### config.mk
export PLATFORM = sky130hd
export DESIGN_NAME = rgb888_to_rgb565_upscale_writer
export DESIGN_NICKNAME = d
export VERILOG_FILES = /design/src/rtl/core/rgbw_pkg.sv /design/src/rtl/core/rgbw_ctrl.sv /design/src/rtl/core/rgbw_dp.sv /design/src/rtl/core/rgb888_to_rgb565_upscale_writer.sv
export SDC_FILE = /design/constraint.sdc
export NUM_CORES = 1
export LEC_CHECK = 0
export ABC_CLOCK_PERIOD_IN_PS = 6600
export BUFFER_PORTS_ARGS = -buffer_cell sky130_fd_sc_hd__buf_4
export CAP_MARGIN = 20
export CORE_ASPECT_RATIO = 0.9
export CORE_MARGIN = 1
export CORE_UTILIZATION = 56
export DETAILED_ROUTE_END_ITERATION = 10
export GPL_TIMING_DRIVEN = 0
export PLACE_DENSITY = 0.76
export SYNTH_ARGS = -nofsm -noshare
export SYNTH_HDL_FRONTEND = slang
export SYNTH_SLANG_ARGS = --single-unit
### constraint.sdc
create_clock -name clk -period 6.6 [get_ports clk]
set_input_delay 1.32 -clock clk [delete_from_list [all_inputs] [get_ports clk]]
set_output_delay 1.32 -clock clk [all_outputs]
set_load 0.005 [all_outputs]
### src/rtl/core/rgbw_pkg.sv
// Shared types, register indexes and helpers for the RGB565 replicating writer.
package rgbw_pkg;

	localparam int DIM_W    = 13;
	localparam int POS_W    = 12;
	localparam int SCALE_W  = 4;
	localparam int STRIDE_W = 16;
	localparam int CFG_W    = 16;
	localparam int CFG_IDX_W = 2;
	localparam int WORD_W   = 16;
	localparam int OFFS_W   = 24;

	localparam logic [CFG_IDX_W-1:0] REG_PIXELS_WIDE = 2'd0;
	localparam logic [CFG_IDX_W-1:0] REG_PIXELS_HIGH = 2'd1;
	localparam logic [CFG_IDX_W-1:0] REG_SCALE       = 2'd2;
	localparam logic [CFG_IDX_W-1:0] REG_ROW_STRIDE  = 2'd3;

	localparam logic [DIM_W-1:0] DIM_LIMIT = 13'd4096;

	typedef struct packed {
		logic [7:0] red;
		logic [7:0] green;
		logic [7:0] blue;
		logic       first_of_frame;
	} pixel_t;

	typedef struct packed {
		logic [WORD_W-1:0] word;
		logic [OFFS_W-1:0] byte_offset;
		logic              last;
	} write_t;

	typedef struct packed {
		logic load;
		logic mul1;
		logic mul2;
		logic emit;
	} dp_cmd_t;

	typedef struct packed {
		logic h_last;
		logic v_last;
		logic out_free;
	} dp_status_t;

	// Width and height of zero act as one; anything above the limit saturates.
	function automatic logic [DIM_W-1:0] clamp_dim(input logic [DIM_W-1:0] v);
		logic [DIM_W-1:0] r;
		if (v == '0)
			r = 13'd1;
		else if (v > DIM_LIMIT)
			r = DIM_LIMIT;
		else
			r = v;
		return r;
	endfunction

	function automatic logic [WORD_W-1:0] pack565(input pixel_t p);
		return {p.red[7:3], p.green[7:2], p.blue[7:3]};
	endfunction

endpackage

### src/rtl/core/rgbw_ctrl.sv
// Sequencer that steps each pixel through the multiply cycles and the write burst.
module rgbw_ctrl
	import rgbw_pkg::*;
(
	input  logic       clk,
	input  logic       arst_n,
	input  logic       pix_valid,
	output logic       pix_stall,
	input  dp_status_t status,
	output dp_cmd_t    cmd
);

	localparam logic [1:0] ST_IDLE = 2'd0;
	localparam logic [1:0] ST_MUL1 = 2'd1;
	localparam logic [1:0] ST_MUL2 = 2'd2;
	localparam logic [1:0] ST_EMIT = 2'd3;

	logic [1:0] state_q;
	logic [1:0] state_d;

	assign pix_stall = (state_q != ST_IDLE);

	always_comb begin
		cmd      = '0;
		state_d  = state_q;
		unique case (state_q)
			ST_IDLE: begin
				if (pix_valid) begin
					cmd.load = 1'b1;
					state_d  = ST_MUL1;
				end
			end
			ST_MUL1: begin
				cmd.mul1 = 1'b1;
				state_d  = ST_MUL2;
			end
			ST_MUL2: begin
				cmd.mul2 = 1'b1;
				state_d  = ST_EMIT;
			end
			ST_EMIT: begin
				if (status.out_free) begin
					cmd.emit = 1'b1;
					if (status.h_last && status.v_last)
						state_d = ST_IDLE;
				end
			end
			default: state_d = ST_IDLE;
		endcase
	end

	always_ff @(posedge clk or negedge arst_n) begin
		if (!arst_n)
			state_q <= ST_IDLE;
		else
			state_q <= state_d;
	end

endmodule

### src/rtl/core/rgbw_dp.sv
// Datapath: configuration registers, raster position, offset arithmetic and write register.
module rgbw_dp
	import rgbw_pkg::*;
#(
	parameter int MAX_SCALE = 8,
	parameter int ADDR_BITS = 24
) (
	input  logic                 clk,
	input  logic                 arst_n,
	input  logic                 cfg_we,
	input  logic [CFG_IDX_W-1:0] cfg_index,
	input  logic [CFG_W-1:0]     cfg_data,
	input  pixel_t               pix,
	input  dp_cmd_t              cmd,
	output dp_status_t           status,
	output logic                 wr_valid,
	input  logic                 wr_stall,
	output write_t               wr
);

	localparam logic [32:0] ADDR_MAX = (33'd1 << ADDR_BITS) - 33'd1;
	localparam logic [SCALE_W-1:0] SCALE_MAX = SCALE_W'(MAX_SCALE);

	logic [DIM_W-1:0]    wide_q, high_q;
	logic [SCALE_W-1:0]  scale_q;
	logic [STRIDE_W-1:0] stride_q;

	logic [POS_W-1:0]    col_q, row_q;
	logic [POS_W-1:0]    cur_col_q, cur_row_q;
	logic [WORD_W-1:0]   word_q;
	logic [SCALE_W-1:0]  s_q;
	logic [14:0]         rs_q;
	logic [15:0]         cbase_q;
	logic [31:0]         line_q;
	logic [15:0]         colx_q;
	logic [SCALE_W-1:0]  v_q, h_q;
	logic                wr_valid_q;
	write_t              wr_q;

	logic [DIM_W-1:0]    w_eff, h_eff;
	logic [SCALE_W-1:0]  s_eff;
	logic [POS_W-1:0]    col_eff, row_eff;
	logic [DIM_W-1:0]    col_next, row_next;
	logic [15:0]         col_prod;
	logic [32:0]         off_sum;
	logic [32:0]         off_sat;

	always_ff @(posedge clk or negedge arst_n) begin
		if (!arst_n) begin
			wide_q   <= 13'd1;
			high_q   <= 13'd1;
			scale_q  <= 4'd1;
			stride_q <= 16'd2;
		end else if (cfg_we) begin
			unique case (cfg_index)
				REG_PIXELS_WIDE: wide_q   <= cfg_data[DIM_W-1:0];
				REG_PIXELS_HIGH: high_q   <= cfg_data[DIM_W-1:0];
				REG_SCALE:       scale_q  <= cfg_data[SCALE_W-1:0];
				REG_ROW_STRIDE:  stride_q <= cfg_data[STRIDE_W-1:0];
				default: ;
			endcase
		end
	end

	assign w_eff = clamp_dim(wide_q);
	assign h_eff = clamp_dim(high_q);

	always_comb begin
		if (scale_q == '0)
			s_eff = 4'd1;
		else if (scale_q > SCALE_MAX)
			s_eff = SCALE_MAX;
		else
			s_eff = scale_q;
	end

	// A position left out of bounds by a register change restarts at zero.
	assign col_eff = (pix.first_of_frame || ({1'b0, col_q} >= w_eff)) ? '0 : col_q;
	assign row_eff = (pix.first_of_frame || ({1'b0, row_q} >= h_eff)) ? '0 : row_q;
	assign col_next = {1'b0, col_eff} + 13'd1;
	assign row_next = {1'b0, row_eff} + 13'd1;

	always_ff @(posedge clk or negedge arst_n) begin
		if (!arst_n) begin
			col_q <= '0;
			row_q <= '0;
		end else if (cmd.load) begin
			if (col_next >= w_eff) begin
				col_q <= '0;
				row_q <= (row_next >= h_eff) ? '0 : row_next[POS_W-1:0];
			end else begin
				col_q <= col_next[POS_W-1:0];
				row_q <= row_eff;
			end
		end
	end

	assign col_prod = {4'b0, cur_col_q} * {12'b0, s_q};
	assign off_sum  = {1'b0, line_q} + {17'b0, colx_q};
	assign off_sat  = (off_sum > ADDR_MAX) ? ADDR_MAX : off_sum;

	assign status.h_last   = (h_q == s_q - 4'd1);
	assign status.v_last   = (v_q == s_q - 4'd1);
	assign status.out_free = !wr_valid_q || !wr_stall;

	always_ff @(posedge clk) begin
		if (cmd.load) begin
			word_q    <= pack565(pix);
			cur_col_q <= col_eff;
			cur_row_q <= row_eff;
			s_q       <= s_eff;
		end
		if (cmd.mul1) begin
			rs_q    <= 15'({4'b0, cur_row_q} * {12'b0, s_q});
			cbase_q <= {col_prod[14:0], 1'b0};
		end
		if (cmd.mul2) begin
			line_q <= {17'b0, rs_q} * {16'b0, stride_q};
			colx_q <= cbase_q;
			v_q    <= '0;
			h_q    <= '0;
		end
		if (cmd.emit) begin
			wr_q.word        <= word_q;
			wr_q.byte_offset <= off_sat[OFFS_W-1:0];
			wr_q.last        <= status.h_last && status.v_last;
			if (status.h_last) begin
				h_q    <= '0;
				colx_q <= cbase_q;
				if (!status.v_last) begin
					v_q    <= v_q + 4'd1;
					line_q <= line_q + {16'b0, stride_q};
				end
			end else begin
				h_q    <= h_q + 4'd1;
				colx_q <= colx_q + 16'd2;
			end
		end
	end

	always_ff @(posedge clk or negedge arst_n) begin
		if (!arst_n)
			wr_valid_q <= 1'b0;
		else if (cmd.emit)
			wr_valid_q <= 1'b1;
		else if (!wr_stall)
			wr_valid_q <= 1'b0;
	end

	assign wr_valid = wr_valid_q;
	assign wr       = wr_q;

endmodule

### src/rtl/core/rgb888_to_rgb565_upscale_writer.sv
// RGB888 to RGB565 writer with integer pixel replication (top level).
// Each accepted pixel is packed to RGB565 and written scale*scale times, vertical copies
// outer and horizontal copies inner, with the byte offset saturating at 2^ADDR_BITS-1 and
// the final write of the pixel flagged by last. A load step takes each pixel's word,
// then MUL1 (row*scale) and MUL2 (times row_stride) form the row base; writes then
// leave one per cycle through the single output register while the write side does
// not stall. The next pixel is taken while the final write still waits there.
// Write configuration only while the block is idle; the block does not enforce it.
module rgb888_to_rgb565_upscale_writer
	import rgbw_pkg::*;
#(
	parameter int MAX_SCALE = 8,
	parameter int ADDR_BITS = 24
) (
	input  logic                 clk,
	input  logic                 arst_n,
	input  logic                 cfg_we,
	input  logic [CFG_IDX_W-1:0] cfg_index,
	input  logic [CFG_W-1:0]     cfg_data,
	input  logic                 pix_valid,
	output logic                 pix_stall,
	input  pixel_t               pix,
	output logic                 wr_valid,
	input  logic                 wr_stall,
	output write_t               wr
);

	dp_cmd_t    cmd;
	dp_status_t status;

	rgbw_ctrl u_ctrl (
		.clk      (clk),
		.arst_n   (arst_n),
		.pix_valid(pix_valid),
		.pix_stall(pix_stall),
		.status   (status),
		.cmd      (cmd)
	);

	rgbw_dp #(
		.MAX_SCALE(MAX_SCALE),
		.ADDR_BITS(ADDR_BITS)
	) u_dp (
		.clk      (clk),
		.arst_n   (arst_n),
		.cfg_we   (cfg_we),
		.cfg_index(cfg_index),
		.cfg_data (cfg_data),
		.pix      (pix),
		.cmd      (cmd),
		.status   (status),
		.wr_valid (wr_valid),
		.wr_stall (wr_stall),
		.wr       (wr)
	);

endmodule

# --- Word level (Yosys, flattened, before mapping) ---
# Index checks and enable logic that the tools add are counted.
# Widths: inputs -> output; s select.
classes:
  n_mux: 36
  reduce_logical: 19
  n_addsub: 8
  n_mul: 3
  n_eq_ne: 12
  order_cmp: 8
ops:
  columns: ["cell", "n"]
  rows:
  - ["$mux 32", 4]
  - ["$mux 12", 5]
  - ["$mux 13", 4]
  - ["$mux 16", 3]
  - ["$add 32x16->33", 1]
  - ["$gt 33x24->1 const B", 1]
  - ["$add 32x16->32", 1]
  - ["$mux 4", 8]
  - ["$mul 15x16->31", 1]
  - ["$mul 12x4->15", 2]
  - ["$add 12x1->13 const B", 2]
  - ["$ge 12x13->1", 2]
  - ["$ge 13x13->1", 2]
  - ["$gt 13x13->1 const B", 2]
  - ["$logic_not 13->1", 2]
  - ["$add 16x2->16 const B", 1]
  - ["$add 4x1->4 const B", 2]
  - ["$eq 2x2->1 const B", 4]
  - ["$eq 4x4->1", 2]
  - ["$mux 1", 8]
  - ["$pmux 2 s4", 1]
  - ["$reduce_and 2->1", 4]
  - ["$mux 2", 3]
  - ["$eq 2x1->1 const B", 2]
  - ["other kinds (12)", 19]
word_totals:
  output_inout_bits: 43
  ff_bits: 244
  word_cells: 108

# --- Longest topological paths before layout ---
# Gate-level depths: netlist (run 1).
logic_depth:
  ltp_word: 10
  depth_mapped: 29
  depth_no_buf: 27

# --- Cells and area by module ---
# From an unflattened synthesis (run 1), not the netlist that was laid out.
unflattened:
  cells_unflattened: 2360
  hier_area_um2: 23218.5
modules_own_cells:
  columns: ["module", "seq_area_each_um2", "area_each_um2", "n_inst", "cells_each"]
  rows:
  - ["rgbw_dp", 6526.3, 23032.1, 1, 2343]
  - ["rgbw_ctrl", 50.0, 186.4, 1, 17]

# --- Worst setup path before layout (run 1) ---
# No wires, ideal clock.
synth_path:
  path_type: "reg2reg"
  start: "register u_dp.rs_q[5]"
  end: "register u_dp.line_q[25]"
  setup_time_ps: 133
  arrival_ps: 6149
  period_less_slack_ps: 6281
  stages_incl_launch_ff: 24
  setup_slack_ps: 319
  n_path_buf: 1
  path_cell_list: "edfxtp_1 > clkbuf_1 > and2_1 > fa_1 > inv_1 > fa_1 > inv_1 > fa_1 > inv_1 > fa_1 > inv_1 > fa_1 > inv_1 > fa_1 > inv_1 > ha_1 > a2111o_1 > o22ai_1 > nand3_1 > a221o_1 > a31oi_1 > o21ai_0 > xnor2_1 > a21oi_1"
synth_between:
  elab_chain_cells: 5
synth_lines:
  columns: ["element", "line", "text"]
  rows:
  - ["from (decl)", "rgbw_dp.sv:32", "logic [14:0] rs_q;"]
  - ["from (signal assigned)", "rgbw_dp.sv:114", "rs_q <= 15'({4'b0, cur_row_q} * {12'b0, s_q});"]
  - ["$mul 15x16->31 (*)", "rgbw_dp.sv:118", "line_q <= {17'b0, rs_q} * {16'b0, stride_q};"]
  - ["$mux 32 (*)", "rgbw_dp.sv:117", "if (cmd.mul2) begin"]
  - ["$mux 32", "rgbw_dp.sv:130", "if (!status.v_last) begin"]
  - ["$mux 32", "rgbw_dp.sv:127", "if (status.h_last) begin"]
  - ["$mux 32 (*)", "rgbw_dp.sv:123", "if (cmd.emit) begin"]
  - ["to (signal assigned)", "rgbw_dp.sv:118", null]
  - ["to (signal assigned)", "rgbw_dp.sv:132", "line_q <= line_q + {16'b0, stride_q};"]
  - ["to (decl)", "rgbw_dp.sv:34", "logic [31:0] line_q;"]
# Every way passes the cells marked *; elsewhere a longest branch is shown, timed or not.
# A chain may end at the register's enable or synchronous reset.

# --- Worst setup path after layout (run 1) ---
layout_path:
  start: "register u_dp.stride_q[7]"
  end: "register u_dp.line_q[29]"
layout_between:
  elab_chain_cells: 5
layout_lines:
  columns: ["element", "line", "text"]
  rows:
  - ["from (decl)", "rgbw_dp.sv:26", "logic [STRIDE_W-1:0] stride_q;"]
  - ["from (signal assigned)", "rgbw_dp.sv:59", "REG_ROW_STRIDE: stride_q <= cfg_data[STRIDE_W-1:0];"]
  - ["$mul 15x16->31", "rgbw_dp.sv:118", null]
  - ["$mux 32", "rgbw_dp.sv:117", null]
  - ["$mux 32", "rgbw_dp.sv:130", null]
  - ["$mux 32", "rgbw_dp.sv:127", null]
  - ["$mux 32 (*)", "rgbw_dp.sv:123", null]
# Marks and branches as above.

==> flow_metrics.py, run 1 <==
metrics = {
    "synthesis": {
        "netlist_area_um2": 23200,
        "yosys_warnings": 0,
        "synth_area_leaders": "fa_1, edfxtp_1, ha_1, dfrtp_1, and2_1",
        "synth_flop_cell": "edfxtp_1",
        "yosys.area.top_type": "fa_1",
        "netlist_instances": 2377,
        "async_reset_ff_frac": 0.300,
        "synth_seq_cells": 243,
        "netlist.area_leader.share": 0.192,
        "avgSynthCellArea_um2": 9.74,
        "yosysSeqAreaShare": 0.284,
        "ys_types": 80,
        "yosysMostFrequentCell": "nand2_1",
        "synth-edff-count": 134,
        "synth_commonest_cells": "nand2_1, inv_1, ha_1",
        "syn-num-nets": 2870,
    },
    "grt": {
        "grt_max_degree": 74,
        "grt_pass1_vias": 17900,
        "grt.total_usage": 0.277,
        "grt_overflow": 0,
        "grt_pass1_wl_um": 92800,
        "antenna_found_initial": 1,
    },
    "floorplanning": {
        "die_h_um": 195,
        "initial_utilization": 0.569,
        "ios": 91,
        "dieArea_um2": 42200,
        "core-area_um2": 40700,
        "die_width_um": 216,
        "rows": 70,
    },
    "placement": {
        "dp_hpwl_um": 45000,
        "place_area_um2": 24500,
        "port_buffers": 82,
        "placed_cells": 3002,
        "gp_congestion": 0.934,
        "post-place-ws_ns": -0.648,
    },
    "routing": {
        "drc": 0,
        "final_antenna_net_count": 0,
        "totalWireLength_um": 56900,
        "via_per_inst": 5.73,
        "drt_iter0_drc": 1332,
        "num_vias": 17700,
        "drt_first_pass_iters": 5,
        "wl_per_cell_um": 18.5,
    },
    "critical_path": {
        "endpoint_kind": "flip-flop",
        "r2r_cells": 23,
        "r2r_slack_ns": 0.13,
        "worstPathRequired_ns": 7.04,
        "crit_type": "reg2reg",
        "startpoint_type": "flip-flop",
        "rr_startpoint": "u_dp.stride_q[7]$_DFFE_PN0P_",
        "r2r-end": "u_dp.line_q[29]$_DFF_P_",
        "path_max_fanout": 5,
        "cp.arrival_ns": 6.90,
    },
    "clock_network": {
        "max-clock-path-buffers": 3,
        "root_buffer": "clkbuf_16",
        "insertion_delay_ns": 0.57,
        "cts_buffers": 27,
        "htreeDepth": 1,
        "cts_tree": "built",
        "clock-sinks": 243,
        "clk_pin_slew_ns": 0.06,
    },
    "timing": {
        "timing_hold_violations_final": 0,
        "worst_slack_ns": 0.134,
        "worst_pin_slew_ns": 0.970,
        "finClkSkew_ns": 0.0176,
        "setup_viol": 0,
        "period_needed_ns": 6.47,
        "slew-limit-headroom": 0.353,
        "drv_slew": 0,
        "max_clock_freq_mhz": 155,
        "period_share": 0.980,
    },
    "finish": {
        "design_area_um2": 25900,
        "finish.net_count": 3014,
        "drive_gt1_frac": 0.130,
        "final_cells": 3083,
        "syn_to_final_growth_pct": 11.7,
        "fin_util": 0.635,
    },
    "worst_hold_path": {
        "worst_hold_path.num_cells": 0,
        "hold_start": "u_dp.word_q[5]$_DFFE_PP_",
        "min_path_type": "reg2reg",
        "holdPathEnd": "u_dp.wr[30]$_DFFE_PP_",
    },
    "status": {
        "status": "finished, final reports clean",
    },
    "job": {
        "maxCapViolCount": 0,
    },
}
[area by class of cell]
type	instances	area [µm²]
buffer	76	377
fill	3345	14900
clock inverter	6	47.5
sequential	243	6590
clock buffer	44	791
antenna	1	2.50
tap	540	676
inverter	272	1020
multi-input combinational	1782	15400
timing repair buffer	119	933
[worst max path at each step]
stage	from	endpoint	slack, ns	depth (start not counted)
final	u_dp.stride_q[7]$_DFFE_PN0P_	u_dp.line_q[29]$_DFF_P_	0.13	23
after floorplan	u_dp.rs_q[5]$_DFFE_PN_	u_dp.line_q[25]$_DFF_P_	0.32	23
after CTS	u_dp.stride_q[5]$_DFFE_PN0P_	u_dp.line_q[29]$_DFF_P_	0.002	23
after detailed placement	u_dp.rs_q[5]$_DFFE_PN_	u_dp.line_q[25]$_DFF_P_	-0.65	23
after global placement	u_dp.rs_q[5]$_DFFE_PN_	u_dp.line_q[29]$_DFF_P_	-0.65	23
after global routing	u_dp.stride_q[7]$_DFFE_PN0P_	u_dp.line_q[29]$_DFF_P_	-0.05	23
[layer usage]
layer / track usage / part of all wire / vias up
met3: 0.0479 / 0.088 / 106
met4: 0.0814 / 0.030 / 0
met5: 0 / 0 / -
met2: 0.444 / 0.46 / 719
li1: - / - / 8253
met1: 0.384 / 0.43 / 8601
[placed cells by master, fill, tap and decap left out, types with 19 or more instances in the layout]
cell type  instances
mux2_2            47
clkbuf_16         28
nand2_2           21
xnor2_1           65
a21o_1            34
ha_1             215
nor2_1           113
nand2_1          308
nor3_1            22
clkbuf_2          19
buf_4            119
a21oi_1           83
clkbuf_1          46
o21ai_0           76
fa_1             222
and2_1           193
inv_1            265
dfxtp_1           36
edfxtp_1         134
nand3_1           40
xor2_1            62
dfrtp_1           57
[sequential cells by signal, summed over array words and instances, names as in the netlist, 13 cells and up]
register and cells:
u_dp.word_q 16, u_dp.line_q 32, u_dp.stride_q 16, u_dp.wr 41
u_dp.colx_q 15, u_dp.cbase_q 15, u_dp.rs_q 15, u_dp.wide_q 13
u_dp.high_q 13
[cells by family (layout without fill, tap and decap cells)]
group | count (synthesis) | count (layout) | synth area share
compound gates | 349 | 349 | 0.0994
xor+xnor | 129 | 129 | 0.0488
fa+ha+maj | 445 | 445 | 0.312
buf+inv | 352 | 517 | 0.0581
flops | 243 | 243 | 0.284
mux | 58 | 58 | 0.0276
other cells | 0 | 1 | 0
simple gates | 801 | 801 | 0.170
[worst max-delay path, cell delays in order (launching register included)]
cell and delay (ns):
dfrtp_2 0.45, buf_4 0.16, and2_1 0.15, fa_1 0.56, inv_2 0.05, fa_1 0.52, inv_1 0.05, fa_1 0.50
inv_2 0.05, fa_1 0.51, inv_1 0.06, fa_1 0.51, inv_2 0.04, fa_1 0.48, inv_2 0.05, ha_4 0.24
a2111o_1 0.45, o22ai_4 0.26, nand3_2 0.10, a221o_1 0.37, a31oi_4 0.31, o31ai_2 0.10, xnor2_1 0.27, a21oi_1 0.10
[timing repair]
action                     4_1_cts  5_1_grt
hold buffers                     0        0
buffers inserted                11       23
pin swaps                        5       22
setup endpoints to repair       20       35
resized for setup               47       70
[metrics by stage]
step	setup TNS (ns)	hold WS, ns
CTS	0	0.423
floorplan	0	0.400
finish	0	0.420
detailed placement	-5.16	0.406
global route	-0.167	0.431
global placement	-3.24	0.401
Power of run 1 is left out: the tool's default activity adds up to more than one toggle a clock period on the data nets, which glitch-free logic cannot reach.
==> run 2: changes to the inputs <==
- CTS_BUF_LIST: not set -> sky130_fd_sc_hd__clkbuf_4 sky130_fd_sc_hd__clkbuf_8
- PLACE_DENSITY: 0.76 -> 0.83
==> run 2 against run 1 <==
Compared with the run above:
- setup slack improved by 0.024 ns
- global-route usage grew 0.72 points
- die area unchanged
- clock-buffer cell count up 17
- final area is 0.46% higher
- final cell count is 0.94% higher
- wire length increased by 4.1%
- non-clock buffer count up 3
- utilization is 0.29 points higher
- critical endpoint is now u_dp.line_q[25]$_DFF_P_
- hold slack worse by 0.0021 ns
- via count rose by 1.4%
==> flow_metrics.py, run 2 (synthesis results as in run 1) <==
metrics = {
    "floorplanning": {
        "die_width_um": 216,
        "core-area_um2": 40700,
        "initial_utilization": 0.569,
        "rows": 70,
        "die_h_um": 195,
        "dieArea_um2": 42200,
        "ios": 91,
    },
    "timing": {
        "worst_pin_slew_ns": 0.959,
        "period_needed_ns": 6.44,
        "setup_viol": 0,
        "drv_slew": 0,
        "slew-limit-headroom": 0.361,
        "period_share": 0.976,
        "timing_hold_violations_final": 0,
        "max_clock_freq_mhz": 155,
        "fin_tns_setup_ns": 0,
        "finClkSkew_ns": 0.0322,
    },
    "job": {
        "maxCapViolCount": 0,
    },
    "finish": {
        "final-seq-area_um2": 6600,
        "finish.net_count": 3032,
        "n_fill_cell": 3218,
        "syn_to_final_growth_pct": 12.3,
        "fin_util": 0.638,
        "largest_register_ffs": 41,
        "diodes": 0,
        "drive_gt1_frac": 0.140,
        "layout_commonest_cell": "nand2_1",
        "final_cell_mix": "nand2_1, inv_1, fa_1",
        "multiInputGateArea_um2": 15400,
    },
    "clock_network": {
        "htreeDepth": 2,
        "clk_pin_slew_ns": 0.06,
        "clock-sinks": 243,
        "root_buffer": "clkbuf_8",
        "max-clock-path-buffers": 3,
        "insertion_delay_ns": 0.59,
        "cts_buffers": 42,
        "cts_tree": "built",
    },
    "worst_hold_path": {
        "min_path_type": "reg2reg",
    },
    "placement": {
        "gp_congestion": 0.964,
        "port_buffers": 82,
        "dp_hpwl_um": 46000,
    },
    "critical_path": {
        "startpoint_type": "flip-flop",
        "worstPathRequired_ns": 7.03,
        "path_max_fanout": 5,
        "crit_buf_inv": 7,
        "cp.arrival_ns": 6.87,
        "crit_family": "adder cells",
        "r2r_slack_ns": 0.16,
        "crit_path_cell_trace": "buf_8, and2_1, fa_1, inv_1, fa_1, inv_1, fa_1, inv_1, fa_1, inv_1, fa_1, inv_1, fa_1, inv_1, ha_4, a2111o_1, o22ai_4, nand3_2, a221o_1, a31oi_4, o21ai_1, xnor2_1, a21oi_1",
        "slowest_stage": "fa_1",
        "crit_type": "reg2reg",
        "endpoint_kind": "flip-flop",
        "cpPeakStageDelay_ns": 0.55,
    },
    "routing": {
        "drc": 0,
        "wl_per_cell_um": 19.0,
        "num_vias": 17900,
        "totalWireLength_um": 59200,
        "drt_first_pass_iters": 6,
        "drt_iter0_drc": 1320,
        "final_antenna_net_count": 0,
        "via_per_inst": 5.76,
    },
    "status": {
        "status": "finished, final reports clean",
    },
    "grt": {
        "antenna_found_initial": 0,
        "grt.total_usage": 0.284,
        "grt_overflow": 0,
        "grt_max_degree": 74,
        "grt_pass1_vias": 18500,
        "grt_pass1_wl_um": 94700,
    },
}
-- run 2: worst register-to-register path: stages (launching register included) --
cell	delay, ns
edfxtp_1	0.43
buf_8	0.16
and2_1	0.16
fa_1	0.56
inv_1	0.07
fa_1	0.53
inv_1	0.05
fa_1	0.49
inv_1	0.05
fa_1	0.48
inv_1	0.06
fa_1	0.53
inv_1	0.06
fa_1	0.53
inv_1	0.06
ha_4	0.25
a2111o_1	0.47
o22ai_4	0.22
nand3_2	0.11
a221o_1	0.36
a31oi_4	0.18
o21ai_1	0.11
xnor2_1	0.27
a21oi_1	0.11
-- run 2: path summary, 6_finish.rpt --
path                                           from                           end  cells after the start
setup / recovery             u_dp.rs_q[5]$_DFFE_PN_       u_dp.line_q[25]$_DFF_P_                     23
hold / removal             u_dp.word_q[8]$_DFFE_PP_         u_dp.wr[33]$_DFFE_PP_                      0
setup reg to reg             u_dp.rs_q[5]$_DFFE_PN_       u_dp.line_q[25]$_DFF_P_                     23
hold reg to reg            u_dp.word_q[8]$_DFFE_PP_         u_dp.wr[33]$_DFFE_PP_                      0
max in group asynchronous                    arst_n  u_dp.stride_q[0]$_DFFE_PN0P_                      1
min in group asynchronous                    arst_n    u_dp.wide_q[8]$_DFFE_PN0P_                      1
-- run 2: stage by stage --
step	instance area [µm²]	setup slack, ns	cells	hold WS (ns)
floorplan	23200	0.319	2377	0.400
finish	26000	0.158	3112	0.418
detailed placement	24500	-0.654	3001	0.406
global route	26000	-0.0570	3112	0.424
CTS	25700	0.00275	3092	0.417
global placement	24400	-0.552	2999	0.401
-- run 2: cell type report --
| type | count | area share |
|---|---|---|
| inverters | 272 | 0.0393 |
| clock buffers | 61 | 0.0287 |
| multi-input cells | 1782 | 0.593 |
| well taps | 540 | 0.0260 |
| clock inverters | 16 | 0.00756 |
| flip-flops and latches | 243 | 0.254 |
| repair buffers | 120 | 0.0361 |
| plain buffers | 78 | 0.0160 |
-- run 2: repair_timing --
action                                  in CTS  in global routing
endpoints found under the setup margin      21                 34
pin swaps                                    6                 19
resized for setup                           59                 68
buffers inserted                            15                 21
hold buffers                                 0                  0
-- run 2: per-layer routing --
| metal | up-vias | track usage | wire [µm] |
|---|---|---|---|
| li1 | 8276 | - | - |
| met1 | 8724 | 0.366 | 24300 |
| met2 | 769 | 0.469 | 27900 |
| met3 | 165 | 0.0537 | 4520 |
| met4 | 0 | 0.117 | 2520 |
| met5 | - | 0 | 0 |
Power of run 2 is left out for the same reason.
